[src/rtl/mie_pkg.sv]
`default_nettype none
package mie_pkg;

    localparam logic [31:0] HALT_WORD = 32'hFFFFFFFF;

    localparam logic [5:0] OP_RTYPE = 6'h00;
    localparam logic [5:0] OP_J     = 6'h02;
    localparam logic [5:0] OP_JAL   = 6'h03;
    localparam logic [5:0] OP_BEQ   = 6'h04;
    localparam logic [5:0] OP_BNE   = 6'h05;
    localparam logic [5:0] OP_ADDI  = 6'h08;
    localparam logic [5:0] OP_ADDIU = 6'h09;
    localparam logic [5:0] OP_SLTI  = 6'h0a;
    localparam logic [5:0] OP_SLTIU = 6'h0b;
    localparam logic [5:0] OP_ANDI  = 6'h0c;
    localparam logic [5:0] OP_ORI   = 6'h0d;
    localparam logic [5:0] OP_LUI   = 6'h0f;
    localparam logic [5:0] OP_LW    = 6'h23;
    localparam logic [5:0] OP_LBU   = 6'h24;
    localparam logic [5:0] OP_LHU   = 6'h25;
    localparam logic [5:0] OP_SB    = 6'h28;
    localparam logic [5:0] OP_SH    = 6'h29;
    localparam logic [5:0] OP_SW    = 6'h2b;
    localparam logic [5:0] OP_LL    = 6'h30;
    localparam logic [5:0] OP_SC    = 6'h38;

    localparam logic [5:0] FN_SLL   = 6'h00;
    localparam logic [5:0] FN_SRL   = 6'h02;
    localparam logic [5:0] FN_SRA   = 6'h03;
    localparam logic [5:0] FN_JR    = 6'h08;
    localparam logic [5:0] FN_MFHI  = 6'h10;
    localparam logic [5:0] FN_MFLO  = 6'h12;
    localparam logic [5:0] FN_MULT  = 6'h18;
    localparam logic [5:0] FN_MULTU = 6'h19;
    localparam logic [5:0] FN_DIV   = 6'h1a;
    localparam logic [5:0] FN_DIVU  = 6'h1b;
    localparam logic [5:0] FN_ADD   = 6'h20;
    localparam logic [5:0] FN_ADDU  = 6'h21;
    localparam logic [5:0] FN_SUB   = 6'h22;
    localparam logic [5:0] FN_SUBU  = 6'h23;
    localparam logic [5:0] FN_AND   = 6'h24;
    localparam logic [5:0] FN_OR    = 6'h25;
    localparam logic [5:0] FN_NOR   = 6'h27;
    localparam logic [5:0] FN_SLT   = 6'h2a;
    localparam logic [5:0] FN_SLTU  = 6'h2b;

    // controller -> datapath
    typedef struct packed {
        logic capture;   // latch instruction word
        logic exec;      // registers read data valid, run the single-cycle ops
        logic md_start;  // start multiply/divide
        logic md_step;   // one iteration
        logic md_done;   // write HI/LO
        logic load_fin;  // memory read data ready
        logic out_load;  // load output register
    } ctl_cmd_t;

    // datapath -> controller
    typedef struct packed {
        logic is_md;
        logic is_load;
        logic md_last;
    } ctl_sts_t;

endpackage
`default_nettype wire

[src/rtl/mie_ctrl.sv]
`default_nettype none
module mie_ctrl
(
    input  wire                  clk,
    input  wire                  rst_n,
    input  wire                  in_valid,
    output logic                 in_stall,
    output logic                 out_valid,
    input  wire                  out_stall,
    input  wire mie_pkg::ctl_sts_t sts,
    output mie_pkg::ctl_cmd_t    cmd
);

    typedef enum logic [5:0] {
        ST_IDLE = 6'b000001,
        ST_READ = 6'b000010,
        ST_EXEC = 6'b000100,
        ST_MD   = 6'b001000,
        ST_LOAD = 6'b010000,
        ST_FIN  = 6'b100000
    } state_t;

    state_t state_reg, state_next;
    logic   out_valid_reg, out_valid_next;
    logic   out_free;

    assign out_free  = !out_valid_reg || !out_stall;
    assign in_stall  = (state_reg != ST_IDLE);
    assign out_valid = out_valid_reg;

    always_comb
    begin
        state_next     = state_reg;
        out_valid_next = out_valid_reg && out_stall;
        cmd            = '0;
        case (state_reg)
            ST_IDLE:
            begin
                if (in_valid)
                begin
                    cmd.capture = 1'b1;
                    state_next  = ST_READ;
                end
            end
            ST_READ:
                state_next = ST_EXEC;
            ST_EXEC:
            begin
                cmd.exec = 1'b1;
                if (sts.is_md)
                begin
                    cmd.md_start = 1'b1;
                    state_next   = ST_MD;
                end
                else if (sts.is_load)
                    state_next = ST_LOAD;
                else
                    state_next = ST_FIN;
            end
            ST_MD:
            begin
                cmd.md_step = 1'b1;
                if (sts.md_last)
                    state_next = ST_FIN;
            end
            ST_LOAD:
            begin
                cmd.load_fin = 1'b1;
                state_next   = ST_FIN;
            end
            ST_FIN:
            begin
                if (out_free)
                begin
                    cmd.out_load   = 1'b1;
                    cmd.md_done    = 1'b1;
                    out_valid_next = 1'b1;
                    state_next     = ST_IDLE;
                end
            end
            default:
                state_next = ST_IDLE;
        endcase
    end

    always_ff @(posedge clk or negedge rst_n)
    begin
        if (!rst_n)
        begin
            state_reg     <= ST_IDLE;
            out_valid_reg <= 1'b0;
        end
        else
        begin
            state_reg     <= state_next;
            out_valid_reg <= out_valid_next;
        end
    end

    a_one_cmd: assert property (@(posedge clk) disable iff (!rst_n)
        $onehot0({cmd.capture, cmd.exec, cmd.md_step, cmd.load_fin, cmd.out_load}))
        else $error("overlapping commands");
    a_no_accept_busy: assert property (@(posedge clk) disable iff (!rst_n)
        cmd.capture |=> state_reg == ST_READ)
        else $error("capture did not start read");
    a_out_hold: assert property (@(posedge clk) disable iff (!rst_n)
        out_valid_reg && out_stall |=> out_valid_reg)
        else $error("result dropped under stall");
    a_md_bounded: assert property (@(posedge clk) disable iff (!rst_n)
        cmd.out_load |-> state_reg == ST_FIN)
        else $error("output loaded outside finish");

endmodule
`default_nettype wire

[config.mk]
export PLATFORM = sky130hd
export DESIGN_NAME = mie_ctrl
export DESIGN_NICKNAME = d
export VERILOG_FILES = /design/src/rtl/mie_pkg.sv /design/src/rtl/mie_ctrl.sv
export SDC_FILE = /design/constraint.sdc
export NUM_CORES = 1
export LEC_CHECK = 0
export ABC_CLOCK_PERIOD_IN_PS = 1370
export BUFFER_PORTS_ARGS = -buffer_cell sky130_fd_sc_hd__buf_2
export CAP_MARGIN = 5
export CORE_AREA = 3 3 42 44
export CTS_CLUSTER_DIAMETER = 100
export DETAILED_ROUTE_END_ITERATION = 7
export DIE_AREA = 0 0 45 47
export MAX_ROUTING_LAYER = met4
export PLACE_DENSITY = 0.57
export SKIP_CTS_REPAIR_TIMING = 1
export SYNTH_ARGS = -nofsm -noshare
export SYNTH_HDL_FRONTEND = slang
export SYNTH_SLANG_ARGS = --single-unit
[constraint.sdc]
create_clock -name clk -period 1.37 [get_ports clk]
set_input_delay 0.274 -clock clk [delete_from_list [all_inputs] [get_ports clk]]
set_output_delay 0.274 -clock clk [all_outputs]
set_load 0.005 [all_outputs]
Yosys cells after proc, flatten, opt, wreduce, memory -nomap -nowiden:

Cells that the tools add are included.

* logic and storage cells: 33
* input port bits: 7
* register bits after elaboration: 7
* output and inout bits: 9

* eq/ne operators: 10
* reduce and logical (&&, ||, !) cells: 5
* mux-type cells: 16

Operators with widths (number)
* $pmux 6 s6: 1
* $mux 6: 5
* $mux 1: 9
* $eq 6x1->1 const B: 1
* $eq 6x2->1 const B: 1
* $eq 6x3->1 const B: 1
* $eq 6x4->1 const B: 1
* $eq 6x5->1 const B: 1
* $eq 6x6->1 const B: 1
* $ne 2x2->1 const B: 3
* $ne 6x1->1 const B: 1
* $reduce_and 3->1: 1
* $logic_not 1->1: 2
* $mux 2: 1
* $logic_and 1x1->1: 1
* $logic_or 1x1->1: 1

Depth between registers and ports, before layout:

Gate-level depths: netlist (run 1).

* word-level depth: 4
* gate-level depth with buffers: 5
* gate-level depth less buffers: 4

Least setup slack after synthesis (run 1):

Ideal clock, no wire load.

* path kind: register to output
* from: reg state_reg[3]
* to: out cmd[6] (netlist name)
* path slack: -215 ps
* data arrival time: 1311 ps
* stages on the path, launching flop included: 5
* data required time: 1096 ps
* path buffers: 0
* path through: dfrtp_1 or4_4 nor3b_2 inv_1 nor2_1

RTL lines
* from (decl): line mie_ctrl.sv:23 `state_t state_reg, state_next;`
* from (signal assigned): line mie_ctrl.sv:95 `state_reg <= state_next;`
* to (decl): line mie_ctrl.sv:11 `output mie_pkg::ctl_cmd_t cmd`

==> results summary, run 1 <==
The flow ran to the end, but the final reports show violations. The final reports fail on negative setup slack. The root cell of the clock tree is sky130_fd_sc_hd__clkbuf_4. The max capacitance violation total is 0. Counting every net in the synthesized netlist gives 56. Global routing used 13.1% of the available tracks.

The post-synthesis instance area is 429 um^2. The portion of total power attributed to sequential cells is 25.5%. Timing would allow up to 521 MHz.

The portion of total power attributed to combinational logic came out at 59.8%. The most used flip-flop cell after synthesis is sky130_fd_sc_hd__dfrtp_1. The TritonCTS buffer count is 3. The leakage dissipation is 0.394 nW. The share of flip-flops with an asynchronous set or reset after synthesis came out at 100%. The die area came out at 2120 um^2. The worst setup path is captured at an output port.

The routed metal-1 wirelength is 543 um. The final instance area came out at 762 um^2. The antenna diode count came out at 0. TritonCTS built the clock tree. The global-route wire length before repair came out at 1810 um. The share of power burned in the clock network is 14.7%. The fraction of final layout cells with drive strength greater than 1 came out at 63.7%.

The largest fanout of any net on the critical path is 3. The vertical die dimension came out at 47 um. The reported net switching power is 466 uW. The clock insertion delay at the later pin of the skew report is 0.25 ns. The initial utilization of the core area, before any placement, comes to 29.2%. The count of unique library cells instantiated by Yosys is 28. Clock tree synthesis found a total of 7 sinks. The placer congestion estimate is 0.706. The initial detailed-routing violation count came out at 6. The number of flip-flops in the largest register is 6. After synthesis, the largest area contributor takes up 35.0% of total cell area.

The dominant cell type by area after synthesis is sky130_fd_sc_hd__dfrtp_1. The clock transition at the registers of the reported paths came out at 0.06 ns. The final antenna-violating net count came out at 0. The total via count after detailed routing came out at 477. The standard cell core area came out at 1470 um^2. The number of global-route vias before repair was 417. The number of flops mapped to enable cells by yosys is 0. The worst stage delay on the critical path came out at 0.56 ns. The initial antenna violation count came out at 0. The number of hold violations in the final report is 0. CTS built an H-tree with a depth of 1.

Counting every instance in the synthesized netlist gives 49. After layout, the worst path uses 140% of the clock period. The required arrival time at the worst endpoint came out at 1.10 ns. The via density per instance came out at 4.97. After synthesis, flip-flops and latches occupy 41.1% of the total area. The critical path goes through or4_4 -> nor3b_4 -> inv_2 -> nor2_1 -> buf_2.

Counting cells, the worst reg-to-reg path comes to 6. The worst setup path is launched from a flop. The share of total power consumed by net switching is 36.0%. The floorplan has 14 rows. The top cell types in the final layout, fill and taps aside, are 12 x sky130_fd_sc_hd__buf_2, 12 x sky130_fd_sc_hd__buf_4, 6 x sky130_fd_sc_hd__dfrtp_1, 6 x sky130_fd_sc_hd__buf_6, 4 x sky130_fd_sc_hd__o21ai_0.

The post-synthesis sequential element count is 7. In this run the power density over the cells is 1700 nW/um^2. The global-route congestion overflow total is 0.

The endpoint arrival time on the critical path came out at 1.65 ns. The worst-margin pin slew is 0.311 ns. The count of warnings emitted by yosys came out at 0. The setup slack after placement is -0.286 ns. Setup slack on the critical path of the routed design comes to -0.550 ns. The die width came out at 45 um. The post-route clock skew came out at 0.00641 ns.

The total length of routed wires came out at 1290 um. Yosys attributes the largest share of cell area to sky130_fd_sc_hd__dfrtp_1 35%, sky130_fd_sc_hd__dfstp_2 6.1%, sky130_fd_sc_hd__nor2_1 5.2%. In the routed design, unresolved DRC markers number 0. The maximum clock insertion buffer count came out at 2. The worst hold path belongs to the class input pin to flop. The largest net degree at the start of global routing came out at 8. The cell area after placement came out at 578 um^2. The final count of pins violating max slew came out at 0.

The worst-case IR drop observed on VDD is 0.000793 V. From synthesis to final layout, the design area changed by 77.6%. The synthesized area per cell is 8.76 um^2. The post-route minimum period came out at 1.92 ns. The master of the slowest instance on the critical path is sky130_fd_sc_hd__or4_4. Setup violations remaining at the end of the flow were counted as 12.

The internal power summed over all cells came out at 827 uW. The total iterations of the first detailed-routing run came out at 2. Input and output buffers added on the ports amount to 15. The detail-routed net length per standard cell is 13.5 um. The highest layer used for signal routing is met4. The critical path is of the flop to output port type. Setup repair after global routing could not meet its margin everywhere. The total met3 wirelength after detailed routing came out at 72 um.

The relative max-transition margin is 79.0%. After detailed routing, the met2 layer carries 657 um of wire. The cell depth of the worst min-delay path is 3. The number of top-level pins came out at 16.

After legalization and detailed placement, the total HPWL measured 906 um. The final net count came out at 88.
==> Yosys cell counts (2+ instances only) <==
| library cell | number |
|---|---|
| sky130_fd_sc_hd__buf_4 | 2 |
| sky130_fd_sc_hd__nor3_1 | 3 |
| sky130_fd_sc_hd__nand2_1 | 3 |
| sky130_fd_sc_hd__clkbuf_1 | 2 |
| sky130_fd_sc_hd__nor2_1 | 6 |
| sky130_fd_sc_hd__inv_1 | 3 |
| sky130_fd_sc_hd__o21ai_0 | 4 |
| sky130_fd_sc_hd__dfrtp_1 | 6 |
==> metal layers <==
metal	track usage [%]	vias to the layer above
met4	8.77	0
met5	-	-
met2	19.8	14
met3	4.60	2
met1	14.6	229
li1	-	232
==> final cells by class <==
class	instances	area [um^2]
Timing Repair Buffer	31	228
Inverter	3	11.3
Tap cell	16	20.0
Sequential cell	7	176
Fill cell	151	709
Multi-Input combinational cell	35	300
Clock buffer	4	26.3
==> critical path, delay by kind of cell (launching register included) <==
family | cells | cell delay (ns)
buf+inv | 2 | 0.17
simple gates | 3 | 0.86
flops | 1 | 0.37
==> stage by stage <==
stage | hold slack [ns] | instances | power, mW | util (%) | setup TNS (ns)
5_1_grt | 0.298 | 96 | 1.40 | 51.8 | -4.13
6_report | 0.272 | 96 | 1.29 | 51.8 | -3.15
3_5_place_dp | 0.117 | 85 | 0.820 | 39.3 | -1.50
4_1_cts | -0.157 | 89 | 1.02 | 41.1 | -3.72
3_3_place_gp | 0.113 | 85 | 0.810 | 39.3 | -1.55
2_1_floorplan | -0.0216 | 49 | 0.600 | - | -0.355
==> power by group through the flow <==
stage	clock, mW	combinational (mW)	sequential [mW]
6_report	0.190	0.773	0.329
5_1_grt	0.209	0.852	0.336
4_1_cts	0.197	0.511	0.311
3_5_place_dp	0	0.506	0.314
3_3_place_gp	0	0.498	0.312
2_1_floorplan	0	0.313	0.287
==> final timing paths <==
kind                                          startpoint  slack (ns)                       end
worst max-delay path            state_reg[2]$_DFFE_PN0P_       -0.55                    cmd[6]
worst min-delay path                            in_valid        0.27  state_reg[1]$_DFFE_PN0P_
worst max register to register  state_reg[2]$_DFFE_PN0P_       -0.22  state_reg[1]$_DFFE_PN0P_
worst min register to register  state_reg[2]$_DFFE_PN0P_        0.57  state_reg[2]$_DFFE_PN0P_
max in group asynchronous                          rst_n        0.77  state_reg[0]$_DFFE_PN1P_
min in group asynchronous                          rst_n        0.38  state_reg[1]$_DFFE_PN0P_
==> logic make-up after synthesis <==
group	synth area share (%)
simple gates	34.7
compound gates	11.7
flops	41.1
buf+inv	7.87
xor+xnor	2.04
mux	2.62
Power figures use the tool's default switching activity.
==> run 2: changes to the inputs <==
Settings changed: PLACE_DENSITY 0.57 to 0.53.
==> run 2 against run 1 <==
The run still ends with negative setup slack left. Critical path depth unchanged. Power fell by 11%. Via count is 6.7% lower. Cell count down 3.1%. Sequential power barely moved. Core utilization down 2.7 points. Wire length down 16%. Fmax shrank 0.32%. Die area did not move. Clock-buffer cell count down 1. Highest routed layer is now met3. Sequential share of layout area is 1.5 points higher.
==> results summary, run 2 (synthesis results as in run 1) <==
The flow ran to the end, but the final reports show violations. The checks that failed: negative setup slack. The slowest stage of the critical path is the sky130_fd_sc_hd__or4_4 cell.

The root cell of the clock tree is sky130_fd_sc_hd__clkbuf_4. The number of H-tree levels came out at 1 (unchanged). The kind of cell with the highest combined delay along the critical path is simple AND/OR/NAND/NOR gates.

The vertical die dimension came to 47 um (unchanged). The detail-routed net length per standard cell came to 11.7 um (-13%). The number of global-route vias before repair came out at 401 (-3.8%).

The number of cell rows came out at 14 (unchanged). The worst stage delay on the critical path came out at 0.54 ns (-0.02 ns). The internal reg-to-reg setup slack is -0.22 ns (about the same).

STA classifies the critical path startpoint as a flop. The post-route clock skew came to 0.00686 ns (+0.000453 ns). The global-route wire length before repair is 1760 um (-2.7%). The detailed placer's ending HPWL came to 841 um (-7.2%). The standard cell core area is 1470 um^2 (unchanged). The post-route non-filler standard cell count came out at 93 (-3.1%). The total via count after detailed routing came to 445 (-6.7%).

The required arrival time at the worst endpoint came out at 1.10 ns (about the same). The clock insertion delay at the later pin of the skew report is 0.25 ns (about the same). The post-route minimum period came out at 1.93 ns (+0.00623 ns).

The total number of clock tree sinks came out at 7 (unchanged). The hold path endpoint is state_reg[1]$_DFFE_PN0P_. The number of top-level pins came out at 16 (unchanged). The maximum clock insertion buffer count is 2 (unchanged). The placer congestion estimate came out at 0.707 (+0.20%). In the layout the commonest cells are 13 x sky130_fd_sc_hd__buf_2, 10 x sky130_fd_sc_hd__buf_4, 5 x sky130_fd_sc_hd__dfrtp_1, 4 x sky130_fd_sc_hd__o21ai_0, 4 x sky130_fd_sc_hd__buf_6. The final antenna-violating net count is 0 (unchanged). The endpoint arrival time on the critical path was 1.65 ns (about the same). The setup slack after placement came out at -0.273 ns (+0.0139 ns). The share of the clock period used by the worst path came out at 141% (+0.46 points).

The count of buffer and inverter cells on the critical path is 2 (unchanged). Walking the worst path, the cells encountered are or4_4 -> nor3b_2 -> inv_1 -> nor2_1 -> buf_2. The effective utilization at floorplan came out at 29.2% (unchanged).

The maximum achievable frequency is 519 MHz (-0.32%). The final core utilization is 49.1% (-2.7 points). The largest net degree at the start of global routing came out at 8 (unchanged). The worst supply voltage drop on vdd came out at 0.000715 V (-9.8%). The worst setup path is captured at an output port. The number of hold violations in the final report is 0 (unchanged). The final count of negative-setup-slack endpoints came out at 10 (-2). The relative max-transition margin came out at 76.2% (-2.8 points). The global router's overall resource usage came to 12.0% (-1.1 points). The number of design rule violations left after detail routing is 0 (unchanged). The total length of routed wires came out at 1090 um (-16%). The TritonCTS buffer count came to 3 (unchanged). The post-synthesis to final-layout area growth came out at 68.2%.

The clock transition at the registers of the reported paths came out at 0.06 ns (about the same). TritonCTS built the clock tree. The number of flip-flops in the largest register came out at 6 (unchanged). The die width came out at 45 um (unchanged). The port buffer count is 15 (unchanged). The largest fanout of any net on the critical path is 3 (unchanged). The placed instance count was 86 (+1.2%).

The global-route congestion overflow total is 0 (unchanged). Setup repair after global routing could not meet its margin everywhere. The worst-margin pin slew came out at 0.354 ns (+0.0430 ns). The total iterations of the first detailed-routing run is 3 (+1). The power density over the cells came out at 1590 nW/um^2 (-6.4%). The max capacitance violation total is 0 (unchanged). The fraction of final layout cells with drive strength greater than 1 came out at 63.6% (-0.11 points). The antenna diode count is 0 (unchanged).

The source of the worst hold timing path is in_valid. The worst setup path is of the flop to output port kind. The min-delay analysis places its worst path in the category input pin to flop. The leakage dissipation is 0.379 nW (-3.7%). The initial detailed-routing violation count is 2 (-4). The post-route worst setup slack is -0.556 ns (-0.00623 ns). The capture instance of the worst register-to-register path is state_reg[1]$_DFFE_PN0P_. The library cell used most frequently in the layout, excluding fill and tap cells, is sky130_fd_sc_hd__buf_2. In this run the critical register-to-register path is launched from state_reg[3]$_DFFE_PN0P_. The final net count came out at 85 (-3.4%).

The path depth of the worst reg2reg path came out at 6 (unchanged). The initial antenna violation count is 0 (unchanged). The cell depth of the worst min-delay path came out at 3 (unchanged).

The via density per instance came out at 4.78 (-3.7%). The final count of pins violating max slew is 0 (unchanged). The die area came out at 2120 um^2 (unchanged).
## run 2: area by class of cell
type,instances,area [um^2]
Inverter,3,11.3
Clock buffer,3,22.5
Sequential cell,7,178
Timing Repair Buffer,28,195
Clock inverter,1,5.00
Tap cell,16,20.0
Multi-Input combinational cell,35,290
Fill cell,158,749
## run 2: report_power, final
part           internal (mW)  total, mW  switching [mW]
clock                  0.107      0.183          0.0763
combinational          0.370      0.636           0.266
sequential             0.264      0.328          0.0636
## run 2: per-layer routing
metal | vias to the layer above | track usage (%) | wire length [um]
met1 | 203 | 14.6 | 496
li1 | 228 | - | -
met2 | 14 | 18.9 | 511
met5 | - | - | 0
met3 | 0 | 6.13 | 79
met4 | 0 | 0 | 0
## run 2: worst max path at each step
stage / startpoint / to / slack [ns] / cells past startpoint
3_5_place_dp: state_reg[3]$_DFFE_PN0P_ / cmd[6] / -0.27 / 5
5_1_grt: state_reg[3]$_DFFE_PN0P_ / cmd[6] / -0.65 / 5
4_1_cts: state_reg[3]$_DFFE_PN0P_ / cmd[6] / -0.56 / 5
3_3_place_gp: state_reg[3]$_DFFE_PN0P_ / cmd[6] / -0.25 / 5
2_1_floorplan: state_reg[3]$_DFFE_PN0P_ / cmd[6] / -0.21 / 4
6_report: state_reg[3]$_DFFE_PN0P_ / cmd[6] / -0.56 / 5
## run 2: per-stage QoR
| step | TNS (ns) | hold WS [ns] | power [mW] | instance area [um^2] |
|---|---|---|---|---|
| floorplan | -0.355 | -0.0216 | 0.600 | 439 |
| global placement | -1.40 | 0.113 | 0.811 | 586 |
| detailed placement | -1.35 | 0.113 | 0.812 | 586 |
| CTS | -3.69 | -0.162 | 1.00 | 613 |
| global route | -4.05 | 0.315 | 1.24 | 722 |
| finish | -3.17 | 0.291 | 1.15 | 722 |
## run 2: worst min-delay path: cells and delay by family
kind / cells / cell delay, ns
and+or+nand+nor: 1 / 0.09
buffers and inverters: 2 / 0.13
==> run 3: changes to the inputs <==
Settings changed: GPL_TIMING_DRIVEN set to 0.
==> run 3 against run 2 <==
Clock power is 3% lower. Global-route usage is 1.7 points lower. Die area is the same. Via count stayed put. Wire length down 4.2%. Highest routed layer unchanged. The flow still finishes with violations (negative setup slack). Power decreased by 5.9%. Flip-flop and latch count unchanged. Combinational power shrank 16%. Non-clock buffer count grew 2.
==> results summary, run 3 (synthesis results as in run 1) <==
The startpoint of the most critical setup path is state_reg[2]$_DFFE_PN0P_. The detailed placer's ending HPWL came out at 703 um (-16%). The relative max-transition margin came out at 81.2% (+5.0 points).

The final setup TNS came out at -3.09 ns (+0.0872 ns). The placer congestion estimate came out at 0.652 (-7.8%). The highest layer used for signal routing is met3. STA classifies the critical path endpoint as an output port. The layout filler cell count came to 145 (-8.2%). The total met3 wirelength after detailed routing came out at 100 um (+27%). The final reports fail on negative setup slack. The internal reg-to-reg setup slack came out at -0.16 ns (+0.06 ns).

The antenna diode count came out at 0 (unchanged). The number of H-tree levels is 1 (unchanged). The global router's overall resource usage came out at 10.3% (-1.7 points).

The global-route congestion overflow total is 0 (unchanged). The worst stage delay on the critical path came out at 0.55 ns (about the same). The largest net degree at the start of global routing is 10 (+2). In this run the critical register-to-register path is launched from state_reg[2]$_DFFE_PN0P_. The effective utilization at floorplan is 29.2% (unchanged). The total via count after detailed routing is 445 (unchanged).

The die area is 2120 um^2 (unchanged). The standard cell core area came to 1470 um^2 (unchanged). The endpoint arrival time on the critical path is 1.68 ns (+0.03 ns). The register area is 180 um^2 (+1.4%). The number of flip-flops in the largest register is 6 (unchanged). The worst hold path class is input pin to flop. The clock transition at the registers of the reported paths is 0.05 ns (about the same). The required arrival time at the worst endpoint came out at 1.10 ns (about the same). The maximum achievable frequency came out at 513 MHz (-1.2%). The master of the slowest instance on the critical path is sky130_fd_sc_hd__or4_4.

The setup slack after placement came out at -0.344 ns (-0.0714 ns). The number of top-level pins came out at 16 (unchanged). The share of the clock period used by the worst path came out at 142% (+1.8 points). The initial antenna violation count came out at 0 (unchanged). The via density per instance came out at 4.68 (-2.1%). Leaving out fill and tap cells, the most frequent cells in the layout are 13 x sky130_fd_sc_hd__buf_2, 11 x sky130_fd_sc_hd__buf_4, 5 x sky130_fd_sc_hd__buf_6, 4 x sky130_fd_sc_hd__nor2_1, 4 x sky130_fd_sc_hd__o21ai_0. The clock insertion delay at the later pin of the skew report is 0.24 ns (about the same). The setup path with the least slack is of type flop to output port. The post-route minimum period is 1.95 ns (+0.0240 ns). The total length of routed wires came to 1040 um (-4.2%). The post-route clock skew came out at 0.00239 ns (-0.00447 ns). The total iterations of the first detailed-routing run came out at 4 (+1). The number of global-route vias before repair came out at 350 (-13%). The final count of negative-setup-slack endpoints came out at 11 (+1).

The total number of clock tree sinks came out at 7 (unchanged). The die width is 45 um (unchanged). TritonCTS built the clock tree. The worst-margin pin slew is 0.282 ns (-0.0725 ns). The vertical die dimension came out at 47 um (unchanged). The global-route wire length before repair came out at 1500 um (-14%). The maximum clock insertion buffer count is 2 (unchanged). The largest fanout of any net on the critical path was 3 (unchanged). The routed metal-1 wirelength came to 473 um (-4.6%). The detail-routed net length per standard cell came out at 10.9 um (-6.3%). The flow ran to the end, but the final reports show violations. The worst register-to-register path ends at state_reg[0]$_DFFE_PN1P_. The final antenna-violating net count is 0 (unchanged). The total area of multi-input combinational cells is 280 um^2 (-3.4%). STA classifies the critical path startpoint as a flop. The TritonCTS buffer count is 3 (unchanged). The leakage dissipation came out at 0.375 nW (-0.96%).

Setup repair after global routing could not meet its margin everywhere. The startpoint identified for the worst hold timing path is in_valid. The power density over the cells is 1470 nW/um^2 (-7.2%). Walking the worst path, the cells encountered are or4_4 -> nor3b_4 -> inv_2 -> nor2_1 -> buf_2.

The final net count is 87 (+2.4%). The final count of pins violating max slew came to 0 (unchanged). The tree is rooted in a sky130_fd_sc_hd__clkbuf_4.

Leaving out fill and tap cells, the most frequent cell in the layout is sky130_fd_sc_hd__buf_2. The port buffer count came out at 15 (unchanged). The hold path endpoint is state_reg[1]$_DFFE_PN0P_.

The path depth of the worst reg2reg path is 4 (-2). The post-synthesis to final-layout area growth is 70.6%. The worst supply voltage drop on vdd was 0.000688 V (-3.8%). The number of hold violations in the final report is 0 (unchanged). The initial detailed-routing violation count is 5 (+3). The number of design rule violations left after detail routing came out at 0 (unchanged). The number of cell rows was 14 (unchanged). The fraction of final layout cells with drive strength greater than 1 is 60.8% (-2.9 points).

The max capacitance violation total is 0 (unchanged). The post-route worst setup slack came to -0.580 ns (-0.0240 ns). The detailed-routed wire length on met2 is 466 um (-8.8%). The cell depth of the worst min-delay path is 3 (unchanged).
==> run 3: final cells by class <==
| type | instances | share of cell area (%) |
|---|---|---|
| sequential | 7 | 24.6 |
| tap | 16 | 2.74 |
| timing repair buffer | 28 | 26.7 |
| multi-input combinational | 35 | 38.3 |
| buffer | 2 | 2.56 |
| clock buffer | 4 | 3.59 |
| inverter | 3 | 1.54 |
==> run 3: metrics by stage <==
stage | hold WS [ns] | instances | power, mW | cell area (um^2) | util, %
after floorplan | -0.0216 | 49 | 0.600 | 439 | -
after global placement | 0.115 | 80 | 0.713 | 534 | 36.3
after detailed placement | 0.117 | 80 | 0.713 | 534 | 36.3
after CTS | -0.152 | 84 | 0.903 | 561 | 38.1
after global routing | 0.303 | 95 | 1.17 | 732 | 49.7
final | 0.282 | 95 | 1.08 | 732 | 49.7
==> run 3: metal layers <==
layer | up-vias | GRT usage, %
li1 | 231 | -
met1 | 199 | 12.8
met2 | 15 | 15.5
met3 | 0 | 5.75
met4 | 0 | 0
met5 | - | -
==> run 3: how the worst max path moves through the flow <==
stage / to
after global routing: cmd[6]
after CTS: cmd[6]
after floorplan: cmd[6]
after global placement: cmd[6]
final: cmd[6]
after detailed placement: cmd[6]
==> run 3: worst max-delay path: cells and delay by family, from the launching register on <==
kind	cells	cell delay (ns)
buf+inv	2	0.17
flops	1	0.40
simple gates	3	0.86
==> run 3: where the power goes <==
group          switching, mW  internal [mW]
Combinational          0.218          0.315
Clock                 0.0677          0.111
Sequential            0.0991          0.269
